--- src/rtl/distance_vector_route_table_unit_defines.svh ---
// ----------------------------------------------------------------------------
// distance vector route table unit: assertion macros
// Shared check macros for the route table block.
// ----------------------------------------------------------------------------
`ifndef DISTANCE_VECTOR_ROUTE_TABLE_UNIT_DEFINES_SVH
`define DISTANCE_VECTOR_ROUTE_TABLE_UNIT_DEFINES_SVH

// consequent must hold in the same cycle as the antecedent
`define DVRT_ASSERT_SAME(lbl, clk_s, rst_ns, ante, cons, msg) \
  lbl: assert property (@(posedge clk_s) disable iff (!(rst_ns)) (ante) |-> (cons)) \
    else $error(msg);

// consequent must hold in the cycle after the antecedent
`define DVRT_ASSERT_NEXT(lbl, clk_s, rst_ns, ante, cons, msg) \
  lbl: assert property (@(posedge clk_s) disable iff (!(rst_ns)) (ante) |=> (cons)) \
    else $error(msg);

`endif

--- src/rtl/dvrt_pkg.sv ---
// ----------------------------------------------------------------------------
// dvrt_pkg
// Types and constants shared by the route table modules.
// ----------------------------------------------------------------------------
`default_nettype none

package dvrt_pkg;

  // field widths
  localparam int ID_W       = 8;
  localparam int COST_W     = 32;
  localparam int AGE_W      = 16;
  localparam int CNT_W      = 9;
  localparam int CMD_W      = 2;
  localparam int CFG_DATA_W = 16;

  // cost and age limits
  localparam logic [COST_W-1:0] COST_UNREACH = '1;
  localparam logic [COST_W-1:0] COST_MAX     = 32'hFFFF_FFFE;
  localparam logic [AGE_W-1:0]  AGE_MAX      = '1;

  // request commands
  typedef enum logic [CMD_W-1:0] {
    CMD_SET_COST = 2'd0,
    CMD_ADVERT   = 2'd1,
    CMD_TICK     = 2'd2,
    CMD_QUERY    = 2'd3
  } cmd_t;

  // configuration register indexes
  typedef enum logic {
    REG_MY_ID   = 1'b0,
    REG_TIMEOUT = 1'b1
  } cfg_reg_t;

  // control sequencer states
  typedef enum logic [2:0] {
    S_CLEAR  = 3'd0,
    S_IDLE   = 3'd1,
    S_NB     = 3'd2,
    S_MERGE  = 3'd3,
    S_TICK   = 3'd4,
    S_FINISH = 3'd5
  } state_t;

  // one table row as stored in memory
  typedef struct packed {
    logic [COST_W-1:0] cost;
    logic [ID_W-1:0]   hop;
    logic              alive;
    logic [AGE_W-1:0]  age;
  } row_t;

  localparam int ROW_W = $bits(row_t);

  // operands of one advertised-entry merge
  typedef struct packed {
    logic [ID_W-1:0]   node;
    logic [ID_W-1:0]   nb;
    logic [ID_W-1:0]   my_id;
    logic [COST_W-1:0] adv_cost;
    logic [COST_W-1:0] sum_cost;
    logic [ID_W-1:0]   hop_n;
  } merge_req_t;

endpackage

`default_nettype wire

--- src/rtl/dvrt_merge.sv ---
// ----------------------------------------------------------------------------
// dvrt_merge
// Merges one advertised entry into a destination row: poison, learn,
// shorter route and tie break toward the lower neighbor id.
// ----------------------------------------------------------------------------
`default_nettype none

module dvrt_merge (
  input  wire dvrt_pkg::row_t     row_i,
  input  wire dvrt_pkg::merge_req_t req,
  output dvrt_pkg::row_t          row_o,
  output logic                    changed
);

  logic                          adv_unr;
  logic                          poison;
  logic                          learn;
  logic                          shorter;
  logic                          tie;
  logic [dvrt_pkg::COST_W-1:0]   cost1;
  logic [dvrt_pkg::COST_W-1:0]   cost2;
  logic [dvrt_pkg::COST_W-1:0]   cost3;
  logic [dvrt_pkg::ID_W-1:0]     hop1;
  logic [dvrt_pkg::ID_W-1:0]     hop2;
  logic [dvrt_pkg::ID_W-1:0]     hop3;

  always_comb begin
    adv_unr = (req.adv_cost == dvrt_pkg::COST_UNREACH);

    // poison routes through the neighbor when it withdraws the destination
    poison = (req.node != req.my_id) && (row_i.hop == req.nb) && adv_unr &&
             (row_i.cost != dvrt_pkg::COST_UNREACH);
    cost1  = poison ? dvrt_pkg::COST_UNREACH : row_i.cost;
    hop1   = poison ? req.node : row_i.hop;

    // learn a route to an unreachable destination, via the neighbor's hop
    learn = (cost1 == dvrt_pkg::COST_UNREACH) && !adv_unr;
    cost2 = learn ? req.sum_cost : cost1;
    hop2  = learn ? req.hop_n : hop1;

    // strictly shorter route, else tie break on lower neighbor id
    shorter = (cost2 != dvrt_pkg::COST_UNREACH) && !adv_unr && (cost2 > req.sum_cost);
    tie     = !shorter && (cost2 == req.sum_cost) && !adv_unr;
    cost3   = shorter ? req.sum_cost : cost2;
    if (shorter || (tie && (hop2 > req.nb))) begin
      hop3 = req.nb;
    end else begin
      hop3 = hop2;
    end

    row_o      = row_i;
    row_o.cost = cost3;
    row_o.hop  = hop3;
    changed    = (cost3 != row_i.cost) || (hop3 != row_i.hop);
  end

endmodule

`default_nettype wire

--- config.mk ---
export PLATFORM = sky130hd
export DESIGN_NAME = dvrt_merge
export DESIGN_NICKNAME = d
export VERILOG_FILES = /design/src/rtl/distance_vector_route_table_unit_defines.svh /design/src/rtl/dvrt_pkg.sv /design/src/rtl/dvrt_merge.sv
export SDC_FILE = /design/constraint.sdc
export NUM_CORES = 1
export LEC_CHECK = 0
export BUFFER_PORTS_ARGS = -buffer_cell sky130_fd_sc_hd__buf_2
export CAP_MARGIN = 20
export CORE_MARGIN = 3
export CORE_UTILIZATION = 50
export DETAILED_ROUTE_END_ITERATION = 7
export PLACE_DENSITY = 0.95
export SLEW_MARGIN = 20
export SYNTH_ARGS = -nofsm -noshare
export SYNTH_HDL_FRONTEND = slang
export SYNTH_SLANG_ARGS = --single-unit
export TNS_END_PERCENT = 20
--- constraint.sdc ---
create_clock -name vclk -period 13.6
set_input_delay 0.68 -clock vclk [all_inputs]
set_output_delay 0.68 -clock vclk [all_outputs]
set_load 0.02 [all_outputs]
==> impl_metrics.tcl, run 1 <==
set metrics [dict create \
    final-seq-area_sq_um 0 \
    cp.arrival_ns 7.07 \
    maxCapViolations 0 \
    yosys.area.top_type "ha_1" \
    timing.critical_path.from "req[63]" \
    min_path_cells 0 \
    yosysMostFrequentCell "nand2_1" \
    max_freq_mhz 129 \
    core_sq_mm 0.00653 \
    fp-row-count 29 \
    finalHoldViolCount 0 \
    antenna_cells 0 \
    grt_use_total_pct 36.9 \
    nFlopsAndLatches 0 \
    worst_slew_pin_slew_ns 0.901 \
    synth_top_area_share_pct 14.5 \
    vias 5007 \
    cp_max_fo 30 \
    crit_path_end_kind "output pin" \
    fin_hold_ws_ns 1.36 \
    dp.final_hpwl_um 13200 \
    syn_inst 539 \
    die_x_um 89.1 \
    drcViolationCount 0 \
    slew_viol_final 0 \
    powerDensity_mw_per_mm2 42.1 \
    grt_max_degree 32 \
    routed_via_density 6.60 \
    ys_types 65 \
    status "finished, final reports clean" \
    final.fill_count 617 \
    period_needed_ns 7.75 \
    hp-start "row_i[10]" \
    dieHeight_um 89.1 \
    ioPinCount 211 \
    antenna_found_initial 0 \
    drt_iter0_markers 606 \
    min_path_type "primary input to output pin" \
    yosys-top-cells-area "ha_1 14%, a21oi_1 7.1%, nand4_1 7.1%" \
    wirelength_um 15700 \
    synth.net_count 732 \
    crit_required_ns 12.92 \
    min_to "row_o[10]" \
    area_delta_synth_final_pct 22.8 \
    grt_pass1_vias 4660 \
    rsz0062_at_grt "false" \
    post_cts_buffers 0 \
    hold_buffers 0 \
    power_leakage_nw 2.13 \
    finalSetupViolCount 0 \
    cp_slowest_cell "nand2_1" \
    worst_path_most_repeated_cell "nand4_1" \
    first_pass_iters 5 \
    die_area_sq_mm 0.00794 \
    finalNetCount 877 \
    io_buffers 177 \
    worstPathCellList "buf_2, nand4_1, or4_4, or2_1, nor3_2, buf_4, nor2_1, a21oi_1, ha_1, nand4_1, a211oi_1, o22ai_1, a22o_1, a31oi_1, nand2_1, buf_4, mux2_2, a21o_1, a2111oi_1, nand4_1, buf_2" \
    worstSetupPathType "primary input to output pin" \
    cp_slowest_stage_delay_ns 0.70 \
    fin_crit_sh_pct 57.0 \
    grt_overflow 0 \
    ys_warn_count 0 \
    grt_pass1_wl_um 22900 \
    routabilityCongestion 1.02 \
    ys_seq_area_share_pct 0 \
    synth_area_sq_mm 0.00345 \
    postRouteAntennaNets 0 \
    ir_drop_uv 29.6 \
    wl_per_cell_um 20.7 \
    start_util_pct 52.9 \
    setup_tns_ns 0 \
    clkbuf_count 0 \
    synthTopCellsByCount "59 x nand2_1, 51 x inv_1, 49 x a21oi_1, 49 x nor2_1, 43 x o21ai_0" \
    drive_gt1_share_pct 30.1 \
    cts.repair.resized 0 \
    maxSlewHeadroom_pct 39.8 \
    synth.avg_cell_area_sq_um 6.40 \
    start_kind "primary input" \
]
## how the worst max path moves through the flow
stage / endpoint / slack (ns) / cells past startpoint
after floorplan: changed / 7.51 / 20
after global placement: changed / 6.26 / 21
after detailed placement: changed / 6.09 / 21
after CTS: changed / 6.07 / 21
after global routing: changed / 5.55 / 21
final: changed / 5.85 / 21
## critical path, delay by kind of cell
kind	cells	cell delay [ns]
fa+ha+maj	1	0.19
compound gates	7	1.97
simple gates	8	2.76
mux	1	0.33
buf+inv	4	1.14
## layout by cell type, fill, tap and decap left out, types with 2 or more instances in the layout
cell / count
xnor2_1: 24
a221oi_1: 2
buf_2: 177
a2111oi_0: 2
and4_1: 3
or3_1: 3
nor2_1: 49
a22oi_1: 4
inv_1: 51
a221o_1: 3
o21a_1: 5
a21o_1: 6
o221ai_1: 2
xor2_1: 15
mux2i_1: 4
nand4_1: 39
buf_4: 2
ha_1: 40
o22ai_1: 15
o21ai_0: 43
or4_4: 4
a22o_1: 2
nor4_1: 11
nor2b_1: 4
a2111oi_1: 2
nand2_1: 59
a211o_1: 4
a31oi_1: 3
a211oi_1: 5
mux2_2: 11
a21oi_1: 49
nand3_1: 8
## layer usage
metal / vias to the layer above / routed length (um) / GRT usage, %
met4: 0 / 896 / 17.5
met3: 81 / 1710 / 3.04
met2: 413 / 7450 / 65.9
met5: - / 0 / 0
li1: 2265 / - / -
met1: 2248 / 5660 / 44.1
## logic make-up after synthesis
| group | share of synthesized area [%] |
|---|---|
| buffers and inverters | 11.8 |
| muxes | 4.75 |
| and+or+nand+nor | 28.8 |
| adders and majority gates | 14.5 |
| AOI/OAI and AO/OA | 30.3 |
| xor gates and xnor gates | 9.89 |
## cell type report
type | count | area (sq um) | share of cell area [%]
inverters | 51 | 191 | 4.52
multi-input cells | 452 | 3050 | 72.0
well taps | 77 | 96.3 | 2.27
repair buffers | 179 | 901 | 21.3
## metrics by stage
step / worst slack, ns / utilization [%] / total power, mW / instance area, sq um / cells
after floorplan: 7.51 / - / 0.111 / 3450 / 539
after global placement: 6.26 / 64.9 / 0.171 / 4240 / 759
after detailed placement: 6.09 / 64.9 / 0.174 / 4240 / 759
after CTS: 6.07 / 64.9 / 0.175 / 4240 / 759
after global routing: 5.55 / 64.9 / 0.192 / 4240 / 759
final: 5.85 / 64.9 / 0.179 / 4240 / 759
## power by group
group | leakage [nW] | switching (mW) | internal (mW)
clock network | 0 | 0 | 0
registers | 0 | 0 | 0
logic | 2.13 | 0.110 | 0.0685
total | 2.13 | 0.110 | 0.0685
(Power assumes the default switching activity.)
==> inputs of run 2 (changes only) <==
CORE_UTILIZATION = 46   (was 50)
PLACE_DENSITY = 0.89   (was 0.95)
clock period = 8 ns   (was 13.6 ns; I/O delays follow)
==> impl_metrics.tcl, run 2 (synthesis results as in run 1) <==
set metrics [dict create \
    grt-busiest-layer "met2" \
    ir_drop_uv 35.0 \
    instances_no_fill 778 \
    maxCapViolations 0 \
    antenna_found_initial 0 \
    routabilityCongestion 1.06 \
    placed_area_sq_mm 0.00426 \
    clkbuf_count 0 \
    status "finished, final reports clean" \
    drive_gt1_share_pct 30.1 \
    finalNetCount 877 \
    maxSlewHeadroom_pct 35.7 \
    postLayoutCellArea_sq_mm 0.00426 \
    period_needed_ns 6.57 \
    min_path_type "primary input to output pin" \
    setup_tns_ns 0 \
    grt_max_degree 43 \
    fp-row-count 30 \
    cts.repair.resized 0 \
    final_common_cell "buf_2" \
    hold_buffers 0 \
    finalSetupViolCount 0 \
    dp.final_hpwl_um 13000 \
    grt_use_total_pct 34.0 \
    die_area_sq_mm 0.00858 \
    place_inst 778 \
    finalHoldViolCount 0 \
    final-seq-area_sq_um 0 \
    grtUsageMet3_pct 4.31 \
    met2_usage_pct 56.1 \
    grt_pass1_wl_um 23900 \
    finalWorstSetupSlack_ns 1.43 \
    grt_overflow 0 \
    nFlopsAndLatches 0 \
    wl_per_cell_um 19.9 \
    routed_via_density 6.32 \
    pre_cts_ws_ns 1.59 \
    final.fill_count 702 \
    power_leakage_nw 2.13 \
    min_path_cells 0 \
    dieHeight_um 92.6 \
    use_met1_pct 45.6 \
    io_buffers 177 \
    vias 4920 \
    die_x_um 92.6 \
    core_sq_mm 0.00702 \
    antenna_cells 0 \
    start_util_pct 49.2 \
    multiInputGateArea_sq_mm 0.00305 \
    max_freq_mhz 152 \
    drt_iter0_markers 442 \
    crit_required_ns 7.60 \
    start_kind "primary input" \
    ioPinCount 211 \
    worst_slew_pin_slew_ns 0.962 \
    fin_crit_sh_pct 82.1 \
    postRouteAntennaNets 0 \
    post_cts_buffers 0 \
    cp.arrival_ns 6.17 \
    utilization_pct 60.7 \
    slew_viol_final 0 \
    area_delta_synth_final_pct 23.5 \
    rsz0062_at_grt "false" \
    cp_max_fo 25 \
    drcViolationCount 0 \
    worstSetupPathType "primary input to output pin" \
    layout_common_cells "177 x buf_2, 59 x nand2_1, 51 x inv_1" \
    powerDensity_mw_per_mm2 71.4 \
    total_power_mw 0.304 \
    grt_pass1_vias 4680 \
    crit_path_end_kind "output pin" \
    wirelength_um 15500 \
    first_pass_iters 7 \
    fin_hold_ws_ns 0.800 \
]
run 2: cell counts in the layout (fill, tap and decap cells not counted):
No cell type changed its count.
run 2: worst max-delay path: stages:
cell	delay, ns
buf_2	0.08
nand4_1	0.09
or4_4	0.56
or2_1	0.39
nor3_2	0.42
buf_4	0.38
nor2_1	0.07
a21oi_1	0.17
ha_1	0.21
o21ai_0	0.17
a211oi_1	0.31
o22ai_1	0.16
a22o_1	0.21
a31oi_1	0.63
nand2_1	0.52
mux2_2	0.43
a221o_1	0.31
a2111oi_1	0.25
nand4_1	0.19
buf_2	0.20
run 2: per-layer routing:
layer / up-vias / part of all wire [%]
li1: 2270 / -
met1: 2231 / 41
met2: 370 / 45
met3: 49 / 11
met4: 0 / 3.7
met5: - / 0
run 2: final cells by class:
| type | count | share of cell area, % |
|---|---|---|
| Inverter | 51 | 4.49 |
| Multi-Input combinational cell | 452 | 71.6 |
| Tap cell | 96 | 2.82 |
| Timing Repair Buffer | 179 | 21.1 |
run 2: worst paths after layout:
path | start | end | slack (ns)
setup / recovery | req[62] | changed | 1.43
hold / removal | row_i[0] | row_o[0] | 0.80
run 2: report_power, final:
group | total, mW | internal [mW] | switching, mW
Sequential | 0 | 0 | 0
Combinational | 0.304 | 0.117 | 0.187
Clock | 0 | 0 | 0
Total | 0.304 | 0.117 | 0.187
==> inputs of run 3 (changes only) <==
CORE_UTILIZATION = 42   (was 46)
PLACE_DENSITY = 0.86   (was 0.89)
clock period = 5.9 ns   (was 8 ns; I/O delays follow)
==> impl_metrics.tcl, run 3 (synthesis results as in run 1) <==
set metrics [dict create \
    status "finished, final reports clean" \
    period_needed_ns 5.48 \
    final-seq-area_sq_um 0 \
    wirelength_um 16100 \
    dp.final_hpwl_um 13800 \
    grt_overflow 0 \
    hp-start "row_i[10]" \
    instances_no_fill 794 \
    vias 4937 \
    drcViolationCount 0 \
    path_buf_inv 3 \
    die_area_sq_mm 0.00934 \
    finalSetupViolCount 0 \
    io_buffers 177 \
    final.fill_count 823 \
    pre_cts_ws_ns 0.323 \
    powerDensity_mw_per_mm2 95.6 \
    wl_per_cell_um 20.3 \
    grt_max_degree 42 \
    slew_viol_final 0 \
    fin_crit_sh_pct 92.9 \
    clkbuf_count 0 \
    min_path_type "primary input to output pin" \
    rsz0062_at_grt "false" \
    core_sq_mm 0.00785 \
    setup_tns_ns 0 \
    cp.arrival_ns 5.19 \
    maxCapViolations 0 \
    start_util_pct 44.0 \
    grt_use_total_pct 32.2 \
    nFlopsAndLatches 0 \
    routed_via_density 6.22 \
    layout_common_cells "177 x buf_2, 59 x nand2_1, 51 x inv_1" \
    worstPathCellList "buf_2, nand4_1, or4_4, or2_1, nor3_4, buf_12, nor2_1, a21oi_1, ha_1, and3_1, a211oi_1, a21oi_1, o221ai_1, a31oi_2, nand2_1, mux2_2, a221o_1, a2111oi_1, nand4_1, buf_2" \
    worstSetupPathType "primary input to output pin" \
    postRouteAntennaNets 0 \
    first_pass_iters 6 \
    fin_hold_ws_ns 0.590 \
    power_leakage_nw 2.19 \
    drt_iter0_markers 466 \
    routabilityCongestion 1.03 \
    ir_drop_uv 52.6 \
    place_inst 794 \
    drive_gt1_share_pct 31.2 \
    crit_path_end_kind "output pin" \
    dieHeight_um 96.7 \
    crit_required_ns 5.61 \
    total_power_mw 0.418 \
    utilization_pct 55.7 \
    cp_slowest_cell "or4_4" \
    placed_area_sq_mm 0.00436 \
    final_common_cell "buf_2" \
    hold_buffers 0 \
    antenna_cells 0 \
    finalHoldViolCount 0 \
    worst_slew_pin_slew_ns 0.785 \
    fp-row-count 32 \
    timing.critical_path.from "req[63]" \
    finalNetCount 887 \
    max_freq_mhz 182 \
    critical-path-top-delay-family "simple AND/OR/NAND/NOR gates" \
    ioPinCount 211 \
    grt_pass1_wl_um 24900 \
    start_kind "primary input" \
    die_x_um 96.7 \
    cp_slowest_stage_delay_ns 0.55 \
    area_delta_synth_final_pct 26.7 \
    cp_max_fo 25 \
    postLayoutCellArea_sq_mm 0.00437 \
    maxSlewHeadroom_pct 47.2 \
    grt_pass1_vias 4824 \
    finalWorstSetupSlack_ns 0.417 \
    antenna_found_initial 0 \
]
-- run 3: cell count changes in the layout (fill, tap and decap cells not counted) --
cell,change
a31oi_2,+1
buf_6,+1
a31oi_1,-1
buf_4,+8
nor3_4,+1
nor3_2,-1
buf_12,+1
-- run 3: area by class of cell --
cell class         count  area (sq um)  share of cell area, %
inverters             51           191                   4.38
well taps            102           128                   2.92
repair buffers       189           992                   22.7
multi-input cells    452          3060                   70.0
-- run 3: routing by layer --
metal	global-route usage (%)	wire (um)
met4	16.7	1000
met5	0	0
met1	38.0	5780
met2	55.8	7450
met3	5.05	1860
-- run 3: power by group --
group | leakage [nW] | switching [mW] | internal [mW]
sequential | 0 | 0 | 0
combinational | 2.19 | 0.254 | 0.164
clock | 0 | 0 | 0
total | 2.19 | 0.254 | 0.164
-- run 3: timing repair --
action / 4_1_cts / 5_1_grt
endpoints found under the setup margin: 0 / 1
setup buffers: 0 / 0
resized for setup: 0 / 3
hold endpoints to repair: 0 / 0
-- run 3: worst paths after layout --
kind         to  cells past startpoint
max     changed                     20
min   row_o[10]                      0
