`config.mk`:
```
export PLATFORM = sky130hd
export DESIGN_NAME = dvrt_ram
export DESIGN_NICKNAME = d
export VERILOG_FILES = /design/src/rtl/distance_vector_route_table_unit_defines.svh /design/src/rtl/dvrt_ram.sv
export SDC_FILE = /design/constraint.sdc
export NUM_CORES = 1
export LEC_CHECK = 0
export BUFFER_PORTS_ARGS = -buffer_cell sky130_fd_sc_hd__buf_4
export CAP_MARGIN = 20
export CORE_AREA = 5 5 103 105
export CTS_CLUSTER_DIAMETER = 150
export CTS_CLUSTER_SIZE = 20
export DETAILED_ROUTE_END_ITERATION = 7
export DIE_AREA = 0 0 108 110
export PLACE_DENSITY = 0.72
export SLEW_MARGIN = 20
export SYNTH_ARGS = -nofsm -noshare
export SYNTH_HDL_FRONTEND = slang
export SYNTH_SLANG_ARGS = --single-unit
```
`constraint.sdc`:
```
create_clock -name clk -period 3.8 [get_ports clk]
set_input_delay 0 -clock clk [delete_from_list [all_inputs] [get_ports clk]]
set_output_delay 0 -clock clk [all_outputs]
set_load 0.03 [all_outputs]
```
`src/rtl/distance_vector_route_table_unit_defines.svh`:
```
// ----------------------------------------------------------------------------
// distance vector route table unit: assertion macros
// Shared check macros for the route table block.
// ----------------------------------------------------------------------------
`ifndef DISTANCE_VECTOR_ROUTE_TABLE_UNIT_DEFINES_SVH
`define DISTANCE_VECTOR_ROUTE_TABLE_UNIT_DEFINES_SVH

// consequent must hold in the same cycle as the antecedent
`define DVRT_ASSERT_SAME(lbl, clk_s, rst_ns, ante, cons, msg) \
  lbl: assert property (@(posedge clk_s) disable iff (!(rst_ns)) (ante) |-> (cons)) \
    else $error(msg);

// consequent must hold in the cycle after the antecedent
`define DVRT_ASSERT_NEXT(lbl, clk_s, rst_ns, ante, cons, msg) \
  lbl: assert property (@(posedge clk_s) disable iff (!(rst_ns)) (ante) |=> (cons)) \
    else $error(msg);

`endif

```
`src/rtl/dvrt_ram.sv`:
```
// ----------------------------------------------------------------------------
// dvrt_ram
// Generic simple dual-port RAM, one write port, registered read port.
// ----------------------------------------------------------------------------
`default_nettype none

module dvrt_ram #(
  parameter int WIDTH = 8,
  parameter int DEPTH = 16
) (
  input  wire logic                     clk,
  input  wire logic                     we,
  input  wire logic [$clog2(DEPTH)-1:0] waddr,
  input  wire logic [WIDTH-1:0]         wdata,
  input  wire logic [$clog2(DEPTH)-1:0] raddr,
  output logic      [WIDTH-1:0]         rdata
);

  logic [WIDTH-1:0] mem [DEPTH];

  // write port
  always_ff @(posedge clk) begin
    if (we) begin
      mem[waddr] <= wdata;
    end
  end

  // registered read, old data on a same-address write
  always_ff @(posedge clk) begin
    rdata <= mem[raddr];
  end

endmodule

`default_nettype wire

```
==> reports/qor.yml, run 1 <==
holdCritPathClass: "input port to flip-flop"
drtPass1Iterations: 4
highest_layer: "met4"
required_ns: 3.97
worstSetupEndpointType: "flip-flop"
die_area_mm2: 0.0119
crit_family: "buffers and inverters"
slew_violations: 0
clock_latency_ns: 0.51
skew_ns: 0.00792
clk_path_buf_depth: 2
worstPathCellList: "dlygate4sd3_1 > buf_4 > nor3_1 > dlygate4sd3_1"
finalSetupViolations: 0
crit_fanout: 8
portBuffers: 25
grt_max_degree: 33
synth_area_leaders: "edfxtp_1 (75%), mux4_2 (7.9%), mux4_1 (7.1%)"
wl_met3_um: 595
worstReg2RegEnd: "rdata[6]"
initial_core_util_pct: 53.9
period_share_pct: 39.9
grt_use_total_pct: 17.5
holdPathEnd: "rdata[5]"
ctsHtreeMaxLevel: 4
final_layout_size_suffix_gt1_share_pct: 26.9
path_clk_slew_ns: 0.06
fmax_mhz: 660
ctsResizeCount: 0
worst_path_max_delay_cell: "dlygate4sd3_1"
leakagePower_nw: 2.07
synth_most_common_cell: "edfxtp_1"
post-cts-setup-buffers: 0
rr_startpoint: "mem[11][6]"
yosys.area.top_type_share_pct: 74.7
cts_buffers: 17
grt_pass1_vias: 2504
grt_overflow_total: 0
critPathLaunchType: "input port"
netlist_area_mm2: 0.00515
clock_sinks: 136
crit_top_cell: "dlygate4sd3_1"
wl_met2_um: 4500
worstSetupPathType: "input port to flip-flop"
cellPowerDensity_mw_per_mm2: 574
r2r_cells: 3
layout.nets: 295
ctsHoldBuffers: 11
core_area_mm2: 0.00955
routed_wl_um: 9410
rrSetupSlack_ns: 2.43
ys_top_cells_by_count: "edfxtp_1 (128), mux4_2 (18), a22oi_1 (16), mux4_1 (14), nor2_1 (13)"
wl_per_cell_um: 22.2
area_delta_synth_final_pct: 19.7
fin_crit_ns: 1.51
syn_area_per_cell_um2: 22.5
hold_viol_final: 0
tightest_slew_ns: 0.943
wl_met1_um: 4250
yosysUniqueCellTypes: 19
cp.arrival_ns: 1.68
run_status: "finished, final reports clean"
yosysTopAreaCell: "edfxtp_1"
dr.first_iter.drc_count: 189
postPlaceCellArea_mm2: 0.00544
design_area_mm2: 0.00616
ir_drop_v: 0.000330
pre_cts_ws_ns: 1.95
setup-tns-final_ns: 0
die_h_um: 110
synth_nets: 247
slew_headroom_pct: 36.9
gp_congestion: 0.792
fillers: 665
fin_ws_ns: 2.29
hold-path-cell-count: 4
cts_tree: "yes"
drc: 0
min-delay-start: "raddr[2]"
ys_warn_count: 0
yosysSeqAreaShare_pct: 77.8
io_pins: 26
antenna_found_initial: 0
dr_total_vias: 2412
diodes: 0
critPathLaunch: "waddr[1]"
async_reset_ff_share_pct: 0
antenna_left: 0
rsz0062_at_grt: "no"
maxCapViolCount: 0
die_w_um: 108
path_buf_inv: 3
std_cell_rows: 36
critPathMaxStageDelay_ns: 0.80
dp_hpwl_um: 5600
root_buffer: "clkbuf_8"
synth_edf_count: 128
ys_ff_latch: 136
grt_first_pass_wirelength_um: 14400
viasPerCell: 5.70
synth_ff_type: "edfxtp_1"
synthCells: 229
registers in the layout, summed over array words and instances, names as in the netlist:
| name | cells |
|---|---|
| rdata | 8 |
| mem | 128 |
report_power, final:
part / total [mW] / switching (mW) / internal, mW / leakage [nW]
Clock: 1.67 / 0.604 / 1.07 / 0.296
Sequential: 1.69 / 0.00884 / 1.68 / 1.22
Combinational: 0.183 / 0.105 / 0.0778 / 0.555
Total: 3.54 / 0.718 / 2.82 / 2.07
final cells by class:
| cell class | count | area [um2] | share of cell area, % |
|---|---|---|---|
| clock buffer | 17 | 414 | 6.72 |
| tap | 133 | 166 | 2.70 |
| timing repair buffer | 39 | 320 | 5.20 |
| sequential | 136 | 4000 | 65.0 |
| clock inverter | 15 | 201 | 3.27 |
| multi-input combinational | 83 | 1060 | 17.2 |
per-stage QoR:
step	hold slack [ns]	std cells	power, mW	util [%]
floorplan	0.0989	229	1.82	-
global placement	0.309	380	1.89	56.9
detailed placement	0.316	380	1.89	56.9
CTS	0.0299	423	3.56	64.5
global route	0.0839	423	3.65	64.5
finish	0.0596	423	3.54	64.5
placed cells by master (no fill, tap or decap):
master	synthesis	final
edfxtp_1	128	128
nor2b_1	1	1
nand2_1	9	9
clkinv_2	0	2
a22oi_1	16	16
inv_6	0	2
and2_1	1	1
buf_4	1	28
nand3b_1	2	2
clkinv_4	0	4
nor3_1	4	4
nand2b_1	2	2
and2b_1	1	1
bufinv_16	0	4
nor2_1	13	13
clkbuf_8	0	1
mux4_1	14	14
or3b_2	1	1
mux4_2	18	18
dfxtp_1	8	8
nand3_1	1	1
clkinvlp_4	0	2
dlygate4sd3_1	0	11
clkbuf_16	0	16
clkinv_1	0	1
cell families (layout without fill, tap and decap cells):
| kind of cell | after synthesis | in the layout | synth area share [%] |
|---|---|---|---|
| mux | 32 | 32 | 15.0 |
| compound gates | 16 | 16 | 2.33 |
| simple gates | 35 | 35 | 3.18 |
| buf+inv | 10 | 71 | 1.68 |
| flops | 136 | 136 | 77.8 |
metal layers:
layer / track usage, % / up-vias
li1: - / 1073
met5: 0 / -
met1: 23.9 / 1244
met4: 5.59 / 0
met3: 5.47 / 6
met2: 27.4 / 89
tightest hold or removal path, cell delays in order:
cell	delay, ns
buf_4	0.09
nor2b_1	0.16
a22oi_1	0.20
nand2_1	0.06
worst max-delay path by stage:
| stage | endpoint | slack (ns) | depth (start not counted) |
|---|---|---|---|
| floorplan | mem[0][0] | 2.31 | 2 |
| global placement | mem[0][3] | 1.95 | 3 |
| detailed placement | mem[0][3] | 1.95 | 3 |
| CTS | mem[0][7] | 2.32 | 4 |
| global route | mem[0][1] | 2.24 | 4 |
| finish | mem[0][1] | 2.29 | 4 |
Note: power is estimated with default switching activity, not from simulation.
==> run 2, diff against run 1 <==
Settings changed: ABC_AREA set to 1, CORE_AREA 5 5 103 105 to 5 5 109 111, DIE_AREA 0 0 108 110 to 0 0 114 116, PLACE_DENSITY 0.72 to 0.71.
Clock period 3.8 ns to 1.46 ns, I/O delays scaled along.
==> run 2 against run 1 <==
Against the previous run:
- cell count increased by 78%
- core utilization is 0.81 points lower
- power grew to 2.6 times the previous value
- clock power rose by 150%
- critical path depth grew 2
- non-clock buffer count up 15
- worst hold slack worse by 0.010 ns
- synthesized area grew 12%
- register-to-register slack lost 2.0 ns
- count of clock-buffer cells in the layout rose by 4
- critical endpoint is now rdata[2]
- largest cell class unchanged
- largest power group unchanged
==> reports/qor.yml, run 2 <==
run_status: "finished, final reports clean"  # unchanged
top_regs: "mem x128, rdata x8"  # unchanged
postPlaceCellArea_mm2: 0.00614  # was 0.00544 mm2
ctsResizeCount: 0  # unchanged
yosysUniqueCellTypes: 12  # was 19
synth_most_common_cell: "nand2_1"  # was edfxtp_1
yosysTopAreaCell: "edfxtp_1"  # unchanged
cts_tree: "yes"  # unchanged
ys_top_cells_by_count: "nand2_1 (173), edfxtp_1 (128), inv_1 (100), nand3_1 (97), nor2_1 (17)"  # was edfxtp_1 (128), mux4_2 (18), a22oi_1 (16), mux4_1 (14), nor2_1 (13)
dr_total_vias: 3835  # was 2412
area_delta_synth_final_pct: 18.2  # was 19.7%
synth_ff_type: "edfxtp_1"  # unchanged
synthMuxAreaShare_pct: 0  # was 15.0%
hold_ws_ns: 0.0496  # was 0.0596 ns
synth_edf_count: 128  # unchanged
place_inst: 712  # was 380
gp_congestion: 0.836  # was 0.792
routed_wl_um: 12400  # was 9410 um
worstSetupEndpointType: "flip-flop"  # unchanged
ctsHtreeMaxLevel: 4  # unchanged
drc: 0  # unchanged
final_layout_size_suffix_gt1_share_pct: 12.9  # was 26.9%
total_power_mw: 9.16  # was 3.54 mW
tightest_slew_ns: 0.623  # was 0.943 ns
rsz0062_at_grt: "no"  # unchanged
grt_use_total_pct: 20.2  # was 17.5%
fin_util_pct: 63.7  # was 64.5%
clock_latency_ns: 0.52  # was 0.51 ns
yosysSeqAreaShare_pct: 69.4  # was 77.8%
holdCritPathClass: "input port to flip-flop"  # unchanged
synth_area_leaders: "edfxtp_1 (67%), nand2_1 (11%), nand3_1 (8.4%)"  # was edfxtp_1 (75%), mux4_2 (7.9%), mux4_1 (7.1%)
finalSetupViolations: 0  # unchanged
critPathLaunchType: "flip-flop"  # was input port
fin_ws_ns: 0.416  # was 2.29 ns
ys_warn_count: 0  # unchanged
grt_first_pass_wirelength_um: 19700  # was 14400 um
die_w_um: 114  # was 108 um
cts_buffers: 17  # unchanged
hold_viol_final: 0  # unchanged
wl_per_cell_um: 16.5  # was 22.2 um
antenna_left: 0  # unchanged
synth-adder-area-share_pct: 0  # unchanged
regArea_mm2: 0.00400  # unchanged
setup-tns-final_ns: 0  # unchanged
ir_drop_v: 0.000810  # was 0.000330 V
layout_commonest_cell: "nand2_1"  # was edfxtp_1
pre_cts_ws_ns: 0.295  # was 1.95 ns
leakagePower_nw: 2.97  # was 2.07 nW
period_share_pct: 71.5
fmax_mhz: 958
layoutNonFillerInstCount: 753  # was 423
crit_fanout: 1  # was 8
initial_core_util_pct: 53.9  # about the same
synth_compound_area_share_pct: 0  # was 2.33%
layout_common_cells: "nand2_1 (173), edfxtp_1 (128), inv_1 (100)"  # was edfxtp_1 (128), buf_4 (28), mux4_2 (18)
synth_nets: 569  # was 247
layout.nets: 618  # was 295
die_h_um: 116  # was 110 um
grt_max_degree: 65  # was 33
cp.arrival_ns: 1.45  # was 1.68 ns
slew_headroom_pct: 58.4  # was 36.9%
synth-simple-area-share_pct: 21.0  # was 3.18%
diodes: 0  # unchanged
core_area_mm2: 0.0107  # was 0.00955 mm2
root_buffer: "clkbuf_8"  # unchanged
clk_path_buf_depth: 2  # unchanged
dp_hpwl_um: 7340  # was 5600 um
synth_top_family_by_area: "simple AND/OR/NAND/NOR gates"  # was multiplexers
cellPowerDensity_mw_per_mm2: 1340  # was 574 mW/mm2
synth_xor_area_share_pct: 0  # unchanged
required_ns: 1.86  # was 3.97 ns
largest_reg_flops: 128  # unchanged
netlist_area_mm2: 0.00577  # was 0.00515 mm2
std_cell_rows: 38  # was 36
design_area_mm2: 0.00682  # was 0.00616 mm2
dr.first_iter.drc_count: 351  # was 189
skew_ns: 0.00783  # was 0.00792 ns
ys_ff_latch: 136  # unchanged
yosys.area.top_type_share_pct: 66.7  # was 74.7%
viasPerCell: 5.09  # was 5.70
multiInputGateArea_mm2: 0.00121  # was 0.00106 mm2
die_area_mm2: 0.0132  # was 0.0119 mm2
worstSetupPathType: "flip-flop to flip-flop"  # was input port to flip-flop
fin_crit_ns: 1.04
syn_area_per_cell_um2: 10.5  # was 22.5 um2
io_pins: 26  # unchanged
maxCapViolCount: 0  # unchanged
path_clk_slew_ns: 0.06  # about the same
clock_sinks: 136  # unchanged
portBuffers: 25  # unchanged
slew_violations: 0  # unchanged
async_reset_ff_share_pct: 0  # unchanged
antenna_found_initial: 0  # unchanged
top_register: "mem"  # unchanged
grt_overflow_total: 0  # unchanged
drtPass1Iterations: 5  # was 4
grt_pass1_vias: 3664  # was 2504
synthCells: 551  # was 229
fillers: 806  # was 665
==> run 2: power breakdown <==
part           total [mW]  internal, mW  switching, mW
Combinational       0.619         0.201          0.418
Sequential           4.39          4.36         0.0252
Clock                4.15          2.60           1.55
==> run 2: final cells by class <==
cell class	instances	area share, %
inverters	102	5.62
clock inverters	11	1.76
clock buffers	21	6.88
flip-flops and latches	136	58.7
well taps	140	2.57
multi-input cells	289	17.8
repair buffers	54	6.64
==> run 2: worst max-delay path: stages (launching register included) <==
cell	delay, ns
edfxtp_1	0.38
inv_1	0.06
nand2_1	0.04
nand3_1	0.11
nand3_1	0.09
nand3_1	0.18
nand2_1	0.07
==> run 2: path summary, 6_finish.rpt <==
kind,startpoint,end,slack [ns],cells after the start
hold reg to reg,mem[12][2],rdata[2],0.66,6
setup / recovery,mem[3][2],rdata[2],0.42,6
setup reg to reg,mem[3][2],rdata[2],0.42,6
hold / removal,raddr[2],rdata[2],0.05,5
==> run 2: what timing repair did <==
item,4_1_cts,5_1_grt
buffers inserted,0,0
hold endpoints to repair,136,0
hold buffers,9,0
endpoints found under the setup margin,0,0
==> run 2: logic make-up after synthesis <==
group	Yosys count
AND/OR/NAND/NOR	289
buffers and inverters	126
flip-flops	136
==> run 2: layer usage <==
layer  GRT usage [%]  vias to the layer above  routed length (um)
met5               0                        -                   0
met4            8.08                        0                 192
met3            4.49                       16                 870
met2            32.3                      141                5970
met1            27.0                     1809                5400
li1                -                     1869                   -
==> run 3, diff against run 2 <==
Clock period 1.46 ns to 1.03 ns, I/O delays scaled along.
==> run 3 against run 2 <==
Against the previous run:
- worst hold slack got worse by 0.0015 ns
- routed wire length increased by 3.8%
- combinational power increased by 58%
- flip-flop and latch count unchanged
- core utilization increased by 3.0 points
- count of clock-buffer cells in the layout decreased by 1
- setup slack got worse by 0.41 ns
- die area unchanged
- sequential share of layout area decreased by 2.6 points
- first-iteration DRC count increased by 1.1%
- clock power increased by 68%
- critical path depth decreased by 5
- critical path type is now flip-flop to primary output
==> reports/qor.yml, run 3 (same netlist as run 2, synthesis figures left out) <==
worstSetupEndpointType: "primary output"  # was flip-flop
wl_per_cell_um: 16.9  # was 16.5 um
die_area_mm2: 0.0132  # unchanged
maxCapViolCount: 0  # unchanged
crit_family: "flip-flops"  # was simple AND/OR/NAND/NOR gates
busiest_layer: "met2"  # unchanged
routed_wl_um: 12900  # was 12400 um
cts_tree: "yes"  # unchanged
slew_violations: 0  # unchanged
clk_path_buf_depth: 2  # unchanged
grt_pass1_vias: 3735  # was 3664
area_delta_synth_final_pct: 23.8  # was 18.2%
fin_ws_ns: 0.00805  # was 0.416 ns
root_buffer: "clkbuf_8"  # unchanged
largest_reg_flops: 128  # unchanged
fmax_mhz: 979
total_power_mw: 14.2  # was 9.16 mW
top_register: "mem"  # unchanged
dr.first_iter.drc_count: 355  # was 351
rrSetupSlack_ns: 0.04  # was 0.42 ns
std_cell_rows: 38  # unchanged
cellPowerDensity_mw_per_mm2: 1990  # was 1340 mW/mm2
die_h_um: 116  # unchanged
ctsHtreeMaxLevel: 4  # unchanged
leakagePower_nw: 3.12  # was 2.97 nW
fin_crit_ns: 1.02
cts_buffers: 17  # unchanged
critPathLaunch: "rdata[6]"  # was mem[3][2]
layout_common_cells: "nand2_1 (173), edfxtp_1 (128), inv_1 (100)"  # unchanged
grt_use_met2_pct: 34.2  # was 32.3%
finalSetupViolations: 0  # unchanged
tightest_slew_ns: 0.368  # was 0.623 ns
antenna_found_initial: 0  # unchanged
holdCritPathClass: "input port to flip-flop"  # unchanged
crit_fanout: 1  # unchanged
pre_cts_ws_ns: -0.0211  # was 0.295 ns
initial_core_util_pct: 53.9  # unchanged
period_share_pct: 99.2
die_w_um: 114  # unchanged
grt_use_total_pct: 20.9  # was 20.2%
core_area_mm2: 0.0107  # unchanged
grt_first_pass_wirelength_um: 20300  # was 19700 um
portBuffers: 25  # unchanged
antenna_left: 0  # unchanged
cp.arrival_ns: 1.02  # was 1.45 ns
dr_total_vias: 3944  # was 3835
grt_max_degree: 34  # was 65
critPathLaunchType: "flip-flop"  # unchanged
skew_ns: 0.00590  # was 0.00783 ns
required_ns: 1.03  # was 1.86 ns
rr_startpoint: "mem[4][7]"  # was mem[3][2]
layout.nets: 627  # was 618
clock_sinks: 136  # unchanged
slew_headroom_pct: 75.4  # was 58.4%
worstPathCellList: "buf_6"  # was inv_1 > nand2_1 > nand3_1 > nand3_1 > nand3_1 > nand2_1
path_clk_slew_ns: 0.06  # about the same
clock_latency_ns: 0.53  # was 0.52 ns
path_buf_inv: 1  # unchanged
design_area_mm2: 0.00714  # was 0.00682 mm2
worst_path_max_delay_cell: "dfxtp_2"  # was edfxtp_1
post-cts-setup-buffers: 0  # unchanged
worstSetupPathType: "flip-flop to primary output"  # was flip-flop to flip-flop
drtPass1Iterations: 5  # unchanged
gp_congestion: 0.837  # was 0.836
io_pins: 26  # unchanged
min-delay-start: "raddr[0]"  # was raddr[2]
critPathMaxStageDelay_ns: 0.36  # was 0.38 ns
hold_viol_final: 0  # unchanged
place_inst: 720  # was 712
postPlaceCellArea_mm2: 0.00625  # was 0.00614 mm2
top_regs: "mem x128, rdata x8"  # unchanged
grt_use_met1_pct: 27.5  # was 27.0%
grt_use_met3_pct: 5.07  # was 4.49%
run_status: "finished, final reports clean"  # unchanged
dp_hpwl_um: 7890  # was 7340 um
fin_util_pct: 66.7  # was 63.7%
setup-tns-final_ns: 0  # unchanged
layoutNonFillerInstCount: 762  # was 753
layout_commonest_cell: "nand2_1"  # unchanged
grt_overflow_total: 0  # unchanged
final_layout_size_suffix_gt1_share_pct: 16.7  # was 12.9%
viasPerCell: 5.18  # was 5.09
rsz0062_at_grt: "yes"  # was no
diodes: 0  # unchanged
ir_drop_v: 0.00130  # was 0.000810 V
hold_ws_ns: 0.0481  # was 0.0496 ns
drc: 0  # unchanged
==> run 3: cell types whose count changed in the layout (fill, tap and decap cells not counted), moves of 4 or more <==
cell / change
buf_6: +7
dfxtp_2: +5
nand3_1: -14
dfxtp_1: -5
bufinv_16: +5
buf_12: +4
nand3_2: +14
==> run 3: final timing paths <==
path,depth (start not counted),to
max,1,rdata[6]
min,6,rdata[2]
max reg2reg,6,rdata[7]
min reg2reg,6,rdata[6]
==> run 3: layer usage <==
layer	up-vias	routed length, um
li1	1889	-
met1	1899	5400
met2	140	6530
met3	16	783
met4	0	186
met5	-	0
==> run 3: what timing repair did <==
action / 4_1_cts / 5_1_grt
hold endpoints to repair: 136 / 0
pin swaps: 0 / 3
gates resized for setup: 6 / 20
setup endpoints to repair: 3 / 14
hold buffers: 10 / 0
==> run 3: area by class of cell <==
| class | instances | area [um2] |
|---|---|---|
| Multi-Input combinational cell | 289 | 1280 |
| Inverter | 102 | 383 |
| Clock inverter | 12 | 244 |
| Tap cell | 140 | 175 |
| Fill cell | 770 | 3560 |
| Clock buffer | 20 | 445 |
| Timing Repair Buffer | 63 | 599 |
| Sequential cell | 136 | 4010 |
==> run 3: power breakdown <==
group | internal [mW] | leakage, nW | switching (mW)
combinational | 0.358 | 1.56 | 0.620
clock | 4.79 | 0.333 | 2.19
sequential | 6.19 | 1.22 | 0.0475
